<file path="config.mk">
export PLATFORM = sky130hd
export DESIGN_NAME = markup_text_word_tokenizer
export DESIGN_NICKNAME = d
export VERILOG_FILES = /design/src/rtl/core/mtok_pkg.sv /design/src/rtl/core/markup_text_word_tokenizer.sv /design/src/rtl/core/mtok_queue.sv /design/src/rtl/core/mtok_front.sv /design/src/rtl/core/mtok_back.sv
export SDC_FILE = /design/constraint.sdc
export NUM_CORES = 2
export LEC_CHECK = 0
export BUFFER_PORTS_ARGS = -buffer_cell sky130_fd_sc_hd__buf_4
export CAP_MARGIN = 20
export CORE_MARGIN = 4
export CORE_UTILIZATION = 50
export DETAILED_ROUTE_END_ITERATION = 7
export GPL_TIMING_DRIVEN = 1
export PLACE_DENSITY = 0.7
export RECOVER_POWER = 50
export SYNTH_ARGS = -nofsm -noshare
export SYNTH_HDL_FRONTEND = slang
export SYNTH_HIERARCHICAL = 1
export SYNTH_SLANG_ARGS = --single-unit
</file>
<file path="constraint.sdc">
create_clock -name clk -period 5.75 [get_ports clk]
set_input_delay 1.725 -clock clk [delete_from_list [all_inputs] [get_ports clk]]
set_output_delay 1.725 -clock clk [all_outputs]
set_load 0.01 [all_outputs]
</file>
<file path="src/rtl/core/mtok_pkg.sv">
`timescale 1ns / 1ps
package mtok_pkg;

  localparam int CHAR_W = 16;
  localparam int DOC_W  = 15;
  localparam int MIN_W  = 6;

  localparam int MAX_WORD_LEN_DEF = 63;

  localparam logic [MIN_W-1:0] MIN_WORD_LEN_RESET = 6'd2;

  localparam logic [CHAR_W-1:0] CH_LT    = 16'h003C;
  localparam logic [CHAR_W-1:0] CH_AMP   = 16'h0026;
  localparam logic [CHAR_W-1:0] CH_GT    = 16'h003E;
  localparam logic [CHAR_W-1:0] CH_SEMI  = 16'h003B;
  localparam logic [CHAR_W-1:0] CH_UNDER = 16'h005F;
  localparam logic [CHAR_W-1:0] CH_A     = 16'h0061;
  localparam logic [CHAR_W-1:0] CH_B     = 16'h0062;
  localparam logic [CHAR_W-1:0] CH_M     = 16'h006D;
  localparam logic [CHAR_W-1:0] CH_N     = 16'h006E;
  localparam logic [CHAR_W-1:0] CH_P     = 16'h0070;
  localparam logic [CHAR_W-1:0] CH_S     = 16'h0073;

endpackage

</file>
<file path="src/rtl/core/markup_text_word_tokenizer.sv">
`timescale 1ns / 1ps
// Markup-aware word tokenizer. Text arrives one 16-bit code unit per item; markup from
// '<' or '&' through the next '>' or ';' is skipped, and runs of letters, digits and '_'
// (up to MAX_WORD_LEN) form words. A word that ends and is at least min_word_length long,
// and is not "amp" or "nbsp", comes out one character per item with word_last on its final
// character and the document number of the item that ended it. The front takes one text
// item per cycle into one of two word buffers; a finished word is queued and the back
// replays it from buffer memory one character at a time (a registered memory read, then the
// output register; no new read while one is pending). When the front finishes a word while
// the other buffer is still being replayed, it stalls until that replay has issued its last
// read. min_word_length resets to 2 and is written via cfg_valid/cfg_ready (always ready).
module markup_text_word_tokenizer #(
  parameter int MAX_WORD_LEN = mtok_pkg::MAX_WORD_LEN_DEF
) (
  input  logic                        clk,
  input  logic                        rst,
  input  logic                        text_valid,
  output logic                        text_stall,
  input  logic [mtok_pkg::CHAR_W-1:0] char_code,
  input  logic                        is_alnum,
  input  logic [mtok_pkg::DOC_W-1:0]  doc_number,
  input  logic                        end_of_text,
  output logic                        word_valid,
  input  logic                        word_stall,
  output logic [mtok_pkg::CHAR_W-1:0] word_char,
  output logic [mtok_pkg::DOC_W-1:0]  word_doc,
  output logic                        word_last,
  input  logic                        cfg_valid,
  output logic                        cfg_ready,
  input  logic [mtok_pkg::MIN_W-1:0]  min_word_length
);

  localparam int AW    = $clog2(MAX_WORD_LEN);
  localparam int LEN_W = $clog2(MAX_WORD_LEN + 1);
  localparam int CMD_W = 1 + LEN_W + mtok_pkg::DOC_W;

  logic             wr_en;
  logic [AW:0]      wr_addr;
  logic [mtok_pkg::CHAR_W-1:0] wr_data;
  logic             push;
  logic [CMD_W-1:0] push_data;
  logic             pop;
  logic             head_valid;
  logic [CMD_W-1:0] head_data;
  logic             rel_valid;
  logic             rel_bank;

  assign cfg_ready = 1'b1;

  mtok_front #(
    .MAX_WORD_LEN (MAX_WORD_LEN)
  ) u_front (
    .clk             (clk),
    .rst             (rst),
    .text_valid      (text_valid),
    .text_stall      (text_stall),
    .char_code       (char_code),
    .is_alnum        (is_alnum),
    .doc_number      (doc_number),
    .end_of_text     (end_of_text),
    .cfg_valid       (cfg_valid & cfg_ready),
    .min_word_length (min_word_length),
    .rel_valid       (rel_valid),
    .rel_bank        (rel_bank),
    .wr_en           (wr_en),
    .wr_addr         (wr_addr),
    .wr_data         (wr_data),
    .push            (push),
    .push_data       (push_data)
  );

  mtok_queue #(
    .WIDTH (CMD_W)
  ) u_queue (
    .clk        (clk),
    .rst        (rst),
    .push       (push),
    .push_data  (push_data),
    .pop        (pop),
    .head_valid (head_valid),
    .head_data  (head_data)
  );

  mtok_back #(
    .MAX_WORD_LEN (MAX_WORD_LEN)
  ) u_back (
    .clk        (clk),
    .rst        (rst),
    .wr_en      (wr_en),
    .wr_addr    (wr_addr),
    .wr_data    (wr_data),
    .head_valid (head_valid),
    .head_data  (head_data),
    .pop        (pop),
    .rel_valid  (rel_valid),
    .rel_bank   (rel_bank),
    .word_valid (word_valid),
    .word_stall (word_stall),
    .word_char  (word_char),
    .word_doc   (word_doc),
    .word_last  (word_last)
  );

endmodule

</file>
<file path="src/rtl/core/mtok_queue.sv">
`timescale 1ns / 1ps
module mtok_queue #(
  parameter int WIDTH = 8
) (
  input  logic             clk,
  input  logic             rst,
  input  logic             push,
  input  logic [WIDTH-1:0] push_data,
  input  logic             pop,
  output logic             head_valid,
  output logic [WIDTH-1:0] head_data
);

  logic [WIDTH-1:0] slots [2];
  logic             wptr;
  logic             rptr;
  logic [1:0]       count;

  always_ff @(posedge clk) begin
    if (push) begin
      slots[wptr] <= push_data;
    end
  end

  always_ff @(posedge clk) begin
    if (rst) begin
      wptr  <= 1'b0;
      rptr  <= 1'b0;
      count <= 2'd0;
    end else begin
      if (push) begin
        wptr <= ~wptr;
      end
      if (pop) begin
        rptr <= ~rptr;
      end
      case ({push, pop})
        2'b10:   count <= count + 2'd1;
        2'b01:   count <= count - 2'd1;
        default: count <= count;
      endcase
    end
  end

  assign head_valid = (count != 2'd0);
  assign head_data  = slots[rptr];

endmodule

</file>
<file path="src/rtl/core/mtok_front.sv">
`timescale 1ns / 1ps
module mtok_front #(
  parameter int MAX_WORD_LEN = mtok_pkg::MAX_WORD_LEN_DEF
) (
  input  logic                                        clk,
  input  logic                                        rst,
  input  logic                                        text_valid,
  output logic                                        text_stall,
  input  logic [mtok_pkg::CHAR_W-1:0]                 char_code,
  input  logic                                        is_alnum,
  input  logic [mtok_pkg::DOC_W-1:0]                  doc_number,
  input  logic                                        end_of_text,
  input  logic                                        cfg_valid,
  input  logic [mtok_pkg::MIN_W-1:0]                  min_word_length,
  input  logic                                        rel_valid,
  input  logic                                        rel_bank,
  output logic                                        wr_en,
  output logic [$clog2(MAX_WORD_LEN):0]               wr_addr,
  output logic [mtok_pkg::CHAR_W-1:0]                 wr_data,
  output logic                                        push,
  output logic [$clog2(MAX_WORD_LEN+1)+mtok_pkg::DOC_W:0] push_data
);

  localparam int AW    = $clog2(MAX_WORD_LEN);
  localparam int LEN_W = $clog2(MAX_WORD_LEN + 1);
  localparam int CMP_W = (LEN_W > mtok_pkg::MIN_W) ? LEN_W : mtok_pkg::MIN_W;

  typedef struct packed {
    logic                       bank;
    logic [LEN_W-1:0]           len;
    logic [mtok_pkg::DOC_W-1:0] doc;
  } word_cmd_t;

  logic [mtok_pkg::MIN_W-1:0] min_len;
  logic                       in_markup;
  logic [LEN_W-1:0]           len;
  logic                       cur;
  logic [1:0]                 busy;
  logic                       amp_m;
  logic                       nbsp_m;

  logic             accept;
  logic             is_open;
  logic             is_close;
  logic             word_ok;
  logic             do_write;
  logic             do_flush;
  logic [LEN_W-1:0] len_after;
  logic             amp_after;
  logic             nbsp_after;
  logic             amp_hit;
  logic             nbsp_hit;
  logic             qualify;
  logic [1:0]       busy_next;
  word_cmd_t        cmd;

  assign accept = text_valid & ~text_stall;

  assign is_open  = (char_code == mtok_pkg::CH_LT) || (char_code == mtok_pkg::CH_AMP);
  assign is_close = ((char_code == mtok_pkg::CH_GT) || (char_code == mtok_pkg::CH_SEMI))
                    && in_markup;
  assign word_ok  = (is_alnum || (char_code == mtok_pkg::CH_UNDER))
                    && (len < LEN_W'(MAX_WORD_LEN));

  assign amp_hit  = ((len == LEN_W'(0)) && (char_code == mtok_pkg::CH_A))
                 || ((len == LEN_W'(1)) && (char_code == mtok_pkg::CH_M))
                 || ((len == LEN_W'(2)) && (char_code == mtok_pkg::CH_P));
  assign nbsp_hit = ((len == LEN_W'(0)) && (char_code == mtok_pkg::CH_N))
                 || ((len == LEN_W'(1)) && (char_code == mtok_pkg::CH_B))
                 || ((len == LEN_W'(2)) && (char_code == mtok_pkg::CH_S))
                 || ((len == LEN_W'(3)) && (char_code == mtok_pkg::CH_P));

  always_comb begin
    do_write = 1'b0;
    do_flush = end_of_text;
    if (is_open) begin
      do_flush = 1'b1;
    end else if (is_close) begin
      do_flush = end_of_text;
    end else if (!in_markup) begin
      if (word_ok) begin
        do_write = 1'b1;
      end else begin
        do_flush = 1'b1;
      end
    end
  end

  assign len_after  = do_write ? (len + LEN_W'(1)) : len;
  assign amp_after  = do_write ? (amp_m & amp_hit) : amp_m;
  assign nbsp_after = do_write ? (nbsp_m & nbsp_hit) : nbsp_m;

  assign qualify = (len_after != LEN_W'(0))
                && (CMP_W'(len_after) >= CMP_W'(min_len))
                && !(amp_after && (len_after == LEN_W'(3)))
                && !(nbsp_after && (len_after == LEN_W'(4)));

  assign text_stall = busy[cur];

  assign wr_en   = accept & do_write;
  assign wr_addr = {cur, len[AW-1:0]};
  assign wr_data = char_code;

  assign push      = accept & do_flush & qualify;
  assign cmd.bank  = cur;
  assign cmd.len   = len_after;
  assign cmd.doc   = doc_number;
  assign push_data = cmd;

  always_comb begin
    busy_next = busy;
    if (rel_valid) begin
      busy_next[rel_bank] = 1'b0;
    end
    if (push) begin
      busy_next[cur] = 1'b1;
    end
  end

  always_ff @(posedge clk) begin
    if (rst) begin
      min_len   <= mtok_pkg::MIN_WORD_LEN_RESET;
      in_markup <= 1'b0;
      len       <= '0;
      cur       <= 1'b0;
      busy      <= '0;
      amp_m     <= 1'b1;
      nbsp_m    <= 1'b1;
    end else begin
      busy <= busy_next;
      if (cfg_valid) begin
        min_len <= min_word_length;
      end
      if (accept) begin
        if (end_of_text) begin
          in_markup <= 1'b0;
        end else if (is_open) begin
          in_markup <= 1'b1;
        end else if (is_close) begin
          in_markup <= 1'b0;
        end
        if (do_flush) begin
          len    <= '0;
          amp_m  <= 1'b1;
          nbsp_m <= 1'b1;
        end else begin
          len    <= len_after;
          amp_m  <= amp_after;
          nbsp_m <= nbsp_after;
        end
        if (push) begin
          cur <= ~cur;
        end
      end
    end
  end

endmodule

</file>
<file path="src/rtl/core/mtok_back.sv">
`timescale 1ns / 1ps
module mtok_back #(
  parameter int MAX_WORD_LEN = mtok_pkg::MAX_WORD_LEN_DEF
) (
  input  logic                                            clk,
  input  logic                                            rst,
  input  logic                                            wr_en,
  input  logic [$clog2(MAX_WORD_LEN):0]                   wr_addr,
  input  logic [mtok_pkg::CHAR_W-1:0]                     wr_data,
  input  logic                                            head_valid,
  input  logic [$clog2(MAX_WORD_LEN+1)+mtok_pkg::DOC_W:0] head_data,
  output logic                                            pop,
  output logic                                            rel_valid,
  output logic                                            rel_bank,
  output logic                                            word_valid,
  input  logic                                            word_stall,
  output logic [mtok_pkg::CHAR_W-1:0]                     word_char,
  output logic [mtok_pkg::DOC_W-1:0]                      word_doc,
  output logic                                            word_last
);

  localparam int AW    = $clog2(MAX_WORD_LEN);
  localparam int LEN_W = $clog2(MAX_WORD_LEN + 1);
  localparam int DEPTH = 2 * (2 ** AW);

  typedef struct packed {
    logic                       bank;
    logic [LEN_W-1:0]           len;
    logic [mtok_pkg::DOC_W-1:0] doc;
  } word_cmd_t;

  logic [mtok_pkg::CHAR_W-1:0] mem [DEPTH];

  word_cmd_t                   head;
  logic                        run;
  logic                        bank;
  logic [LEN_W-1:0]            len;
  logic [mtok_pkg::DOC_W-1:0]  doc;
  logic [AW-1:0]               idx;
  logic                        rd_pend;
  logic [mtok_pkg::CHAR_W-1:0] rd_data;
  logic [mtok_pkg::DOC_W-1:0]  rd_doc;
  logic                        rd_last;
  logic                        out_valid;
  logic                        issue;
  logic                        is_last;

  assign head    = head_data;
  assign pop     = head_valid & ~run;
  assign issue   = run & ~rd_pend & (~out_valid | ~word_stall);
  assign is_last = ((LEN_W'(idx) + LEN_W'(1)) == len);

  assign rel_valid = issue & is_last;
  assign rel_bank  = bank;

  always_ff @(posedge clk) begin
    if (wr_en) begin
      mem[wr_addr] <= wr_data;
    end
    if (issue) begin
      rd_data <= mem[{bank, idx}];
      rd_doc  <= doc;
      rd_last <= is_last;
    end
    if (pop) begin
      bank <= head.bank;
      len  <= head.len;
      doc  <= head.doc;
    end
  end

  always_ff @(posedge clk) begin
    if (rst) begin
      run       <= 1'b0;
      idx       <= '0;
      rd_pend   <= 1'b0;
      out_valid <= 1'b0;
    end else begin
      rd_pend <= issue;
      if (rd_pend) begin
        out_valid <= 1'b1;
      end else if (!word_stall) begin
        out_valid <= 1'b0;
      end
      if (pop) begin
        run <= 1'b1;
        idx <= '0;
      end else if (issue) begin
        if (is_last) begin
          run <= 1'b0;
        end
        idx <= idx + AW'(1);
      end
    end
  end

  assign word_valid = out_valid;
  assign word_char  = rd_data;
  assign word_doc   = rd_doc;
  assign word_last  = rd_last;

endmodule

</file>
==> results.md <==
* Outcome: complete, but fails checks
* Violated checks: antenna violations, max-capacitance violations, max-slew violations
* Postcts setup bufs at 0
* # fillers at 11,600
* Primary FF master, synth: edfxtp_1
* CTS tree: done
* Fin. max-slew vios at 1,481
* WS Path Type: in -> reg
* Critical hold path startpoint: u_back/doc[10]
* DR WL/cell at 30.7 um
* Lkg Pwr at 28.4 nW
* Post-synth top area cell: edfxtp_1
* Iter 0 DRT Violations at 4,869
* Total GRT Usage at 0.220
* Vias in the first global route at 38,700
* Fin Clk Skew at 0.0405 ns
* Post-synthesis cell area at 83,800 um2
* Reg-to-Reg Start: u_front/len[0]
* Mapped Nets at 3,561
* Total power draw at 0.0350 W
* Cell with the most instances after synthesis: edfxtp_1
* Cell count of the worst hold path at 0
* GRT overflow at 0
* Placer Congestion at 0.812
* Flop-to-flop setup slack at 1.43 ns
* WHS Endpoint: u_back/word_doc[10]
* Drt pass-1 iters at 8
* Root buf cell: clkbuf_16
* Post-synthesis sequential area ratio at 0.777
* Placed instance count at 5,787
* Worst-Skew Late Latency at 0.82 ns
* Nets at 3,858
* CTS clock-pin slew for the worst setup and hold paths at 0.06 ns
* Hold/Removal Path Class: reg -> reg
* Via density at 6.20
* Power per cell area at 370 nW/um2
* Crit share post-route at 0.880
* FF-to-FF End: u_queue/count[1]
* Worst rel slew slack at -1.59
* Ratio of cells with drive above 1 in the final layout at 0.320
* Post-route insts no fill at 6,171
* Hold buffers post-CTS at 0
* Worst setup SP type: input pin
* Die Y-Extent at 417 um
* Crit path DAT at 5.58 ns
* Maxcap violations at 23
* # IOs at 79
* Area grow syn2layout at 12.7%
* Worst-path fanout max at 73
* Distinct cells, synth at 56
* Synth async-reset ratio at 0
* Total die area at 174,000 um2
* Fin. Hold Viols at 0
* Die Wd at 417 um
* Row count at 149
* Post-CTS Resized at 0
* DRC violations left at 0
* Core ar. at 166,000 um2
* Yosys Warn Count at 6
* Synth cell count leaders: edfxtp_1 (2,146), mux4_2 (672), nor2_1 (159)
* Fmax at 198 MHz
* Flop and latch count out of synthesis at 2,178
* Final WL at 189,000 um
* FF-to-FF path depth at 20
* Largest net degree at the start of global routing at 99
* Top cells by area, synth: edfxtp_1 (77%), mux4_2 (18%), dfxtp_1 (0.76%)
* First-pass GRT wire length at 277,000 um
* Final HPWL DP at 111,000 um
* RSZ-0062 raised after global routing: false
* Post-synth top area share at 0.769
* Fin Setup TNS at 0 ns
* Number of synthesized flops with an enable pin at 2,146
* Inserted Clock Buffers at 202
* Setup violators final at 0
* IO Port Bufs at 77
* Routed Antenna Nets at 1
* Vias at 38,300
* Initial Utilization at 0.506
* Cells after Synth at 3,505
* Initial antenna violation count at 26
* Least-Margin Pin Slew at 3.88 ns
* H-tree depth at 4
* CTS Sinks at 2,178
* CTS Buffer Depth at 3
* VDD IR-drop max at 0.392 mV
* Worst Setup End Kind: flip-flop
* Min cycle time layout at 5.06 ns
* CP required at 6.27 ns
* Mean post-synth cell area at 23.9 um2
==> kinds of logic after synthesis <==
logic type	Yosys count	share of synthesized area
flip-flops	2178	0.777
multiplexers	717	0.187
AND/OR/NAND/NOR	288	0.0157
buffers and inverters	233	0.0126
AO/OA/AOI/OAI	53	0.00433
XOR/XNOR	23	0.00240
adder cells (fa/ha/maj)	12	0.00179
other	1	0.0000447
==> worst max path at each step <==
stage,depth (start not counted),endpoint,from,slack (ns)
final,3,u_back/mem[78][9],char_code[9],0.69
after global routing,3,u_back/mem[78][9],char_code[9],0.52
after global placement,20,u_queue/count[1],char_code[13],0.32
after detailed placement,20,u_queue/count[1],char_code[7],0.31
after floorplan,15,u_queue/slots[0][0],char_code[13],0.30
after CTS,20,u_queue/count[1],char_code[7],1.19
==> registers in the layout, indices dropped and copies added, names as in the netlist, 2 cells and up, named ones only <==
register	count
u_back/doc	15
u_back/idx	6
u_back/len	6
u_back/mem	2048
u_back/word_char	16
u_back/word_doc	15
u_front/busy	2
u_front/len	6
u_front/min_len	6
u_queue/count	2
u_queue/slots	44
==> metrics by stage <==
step / cell area, um2 / hold slack, ns / setup WS (ns) / util
after CTS: 94600 / 0.416 / 1.19 / 0.571
after global routing: 94400 / 0.426 / 0.522 / 0.570
after global placement: 88300 / 0.401 / 0.317 / 0.533
final: 94400 / 0.413 / 0.690 / 0.570
after floorplan: 83800 / 0.400 / 0.305 / -
after detailed placement: 88300 / 0.405 / 0.306 / 0.533
==> cell usage in the layout, fill, tap and decap left out, types with 26 or more instances in the layout <==
| cell | instances |
|---|---|
| buf_12 | 26 |
| buf_4 | 221 |
| clkbuf_1 | 91 |
| clkbuf_16 | 205 |
| clkinv_1 | 51 |
| clkinv_2 | 36 |
| dfxtp_1 | 27 |
| edfxtp_1 | 2146 |
| mux2_2 | 38 |
| mux4_2 | 672 |
| nand2_1 | 35 |
| nor2_1 | 158 |
==> worst max-delay path, stage by stage <==
cell,delay (ns)
clkbuf_4,0.11
clkbuf_1,2.68
buf_4,0.90
==> metal layers <==
| metal | global-route usage | share of wire | up-vias |
|---|---|---|---|
| met5 | 0 | 0 | - |
| met2 | 0.349 | 0.49 | 1853 |
| li1 | - | - | 15600 |
| met4 | 0.0637 | 0.027 | 0 |
| met3 | 0.0384 | 0.088 | 267 |
| met1 | 0.321 | 0.39 | 20600 |
==> area by class of cell <==
cell class              instances  area, um2  share of cell area
repair buffers                310       2480              0.0263
clock inverters               115        950              0.0101
flip-flops and latches       2178      65100               0.690
clock buffers                 260       5370              0.0568
inverters                      16       60.1            0.000636
multi-input cells            1094      17700               0.187
well taps                    2189       2740              0.0290
diodes                          9       22.5            0.000239
==> power breakdown <==
part | internal, W | leakage (nW) | total, W | switching (W)
sequential | 0.0177 | 19.6 | 0.0178 | 0.000131
combinational | 0.00221 | 5.78 | 0.00441 | 0.00220
clock | 0.00713 | 3.08 | 0.0128 | 0.00565
total | 0.0270 | 28.4 | 0.0350 | 0.00798
No activity file was read; power rests on OpenSTA's default activity.
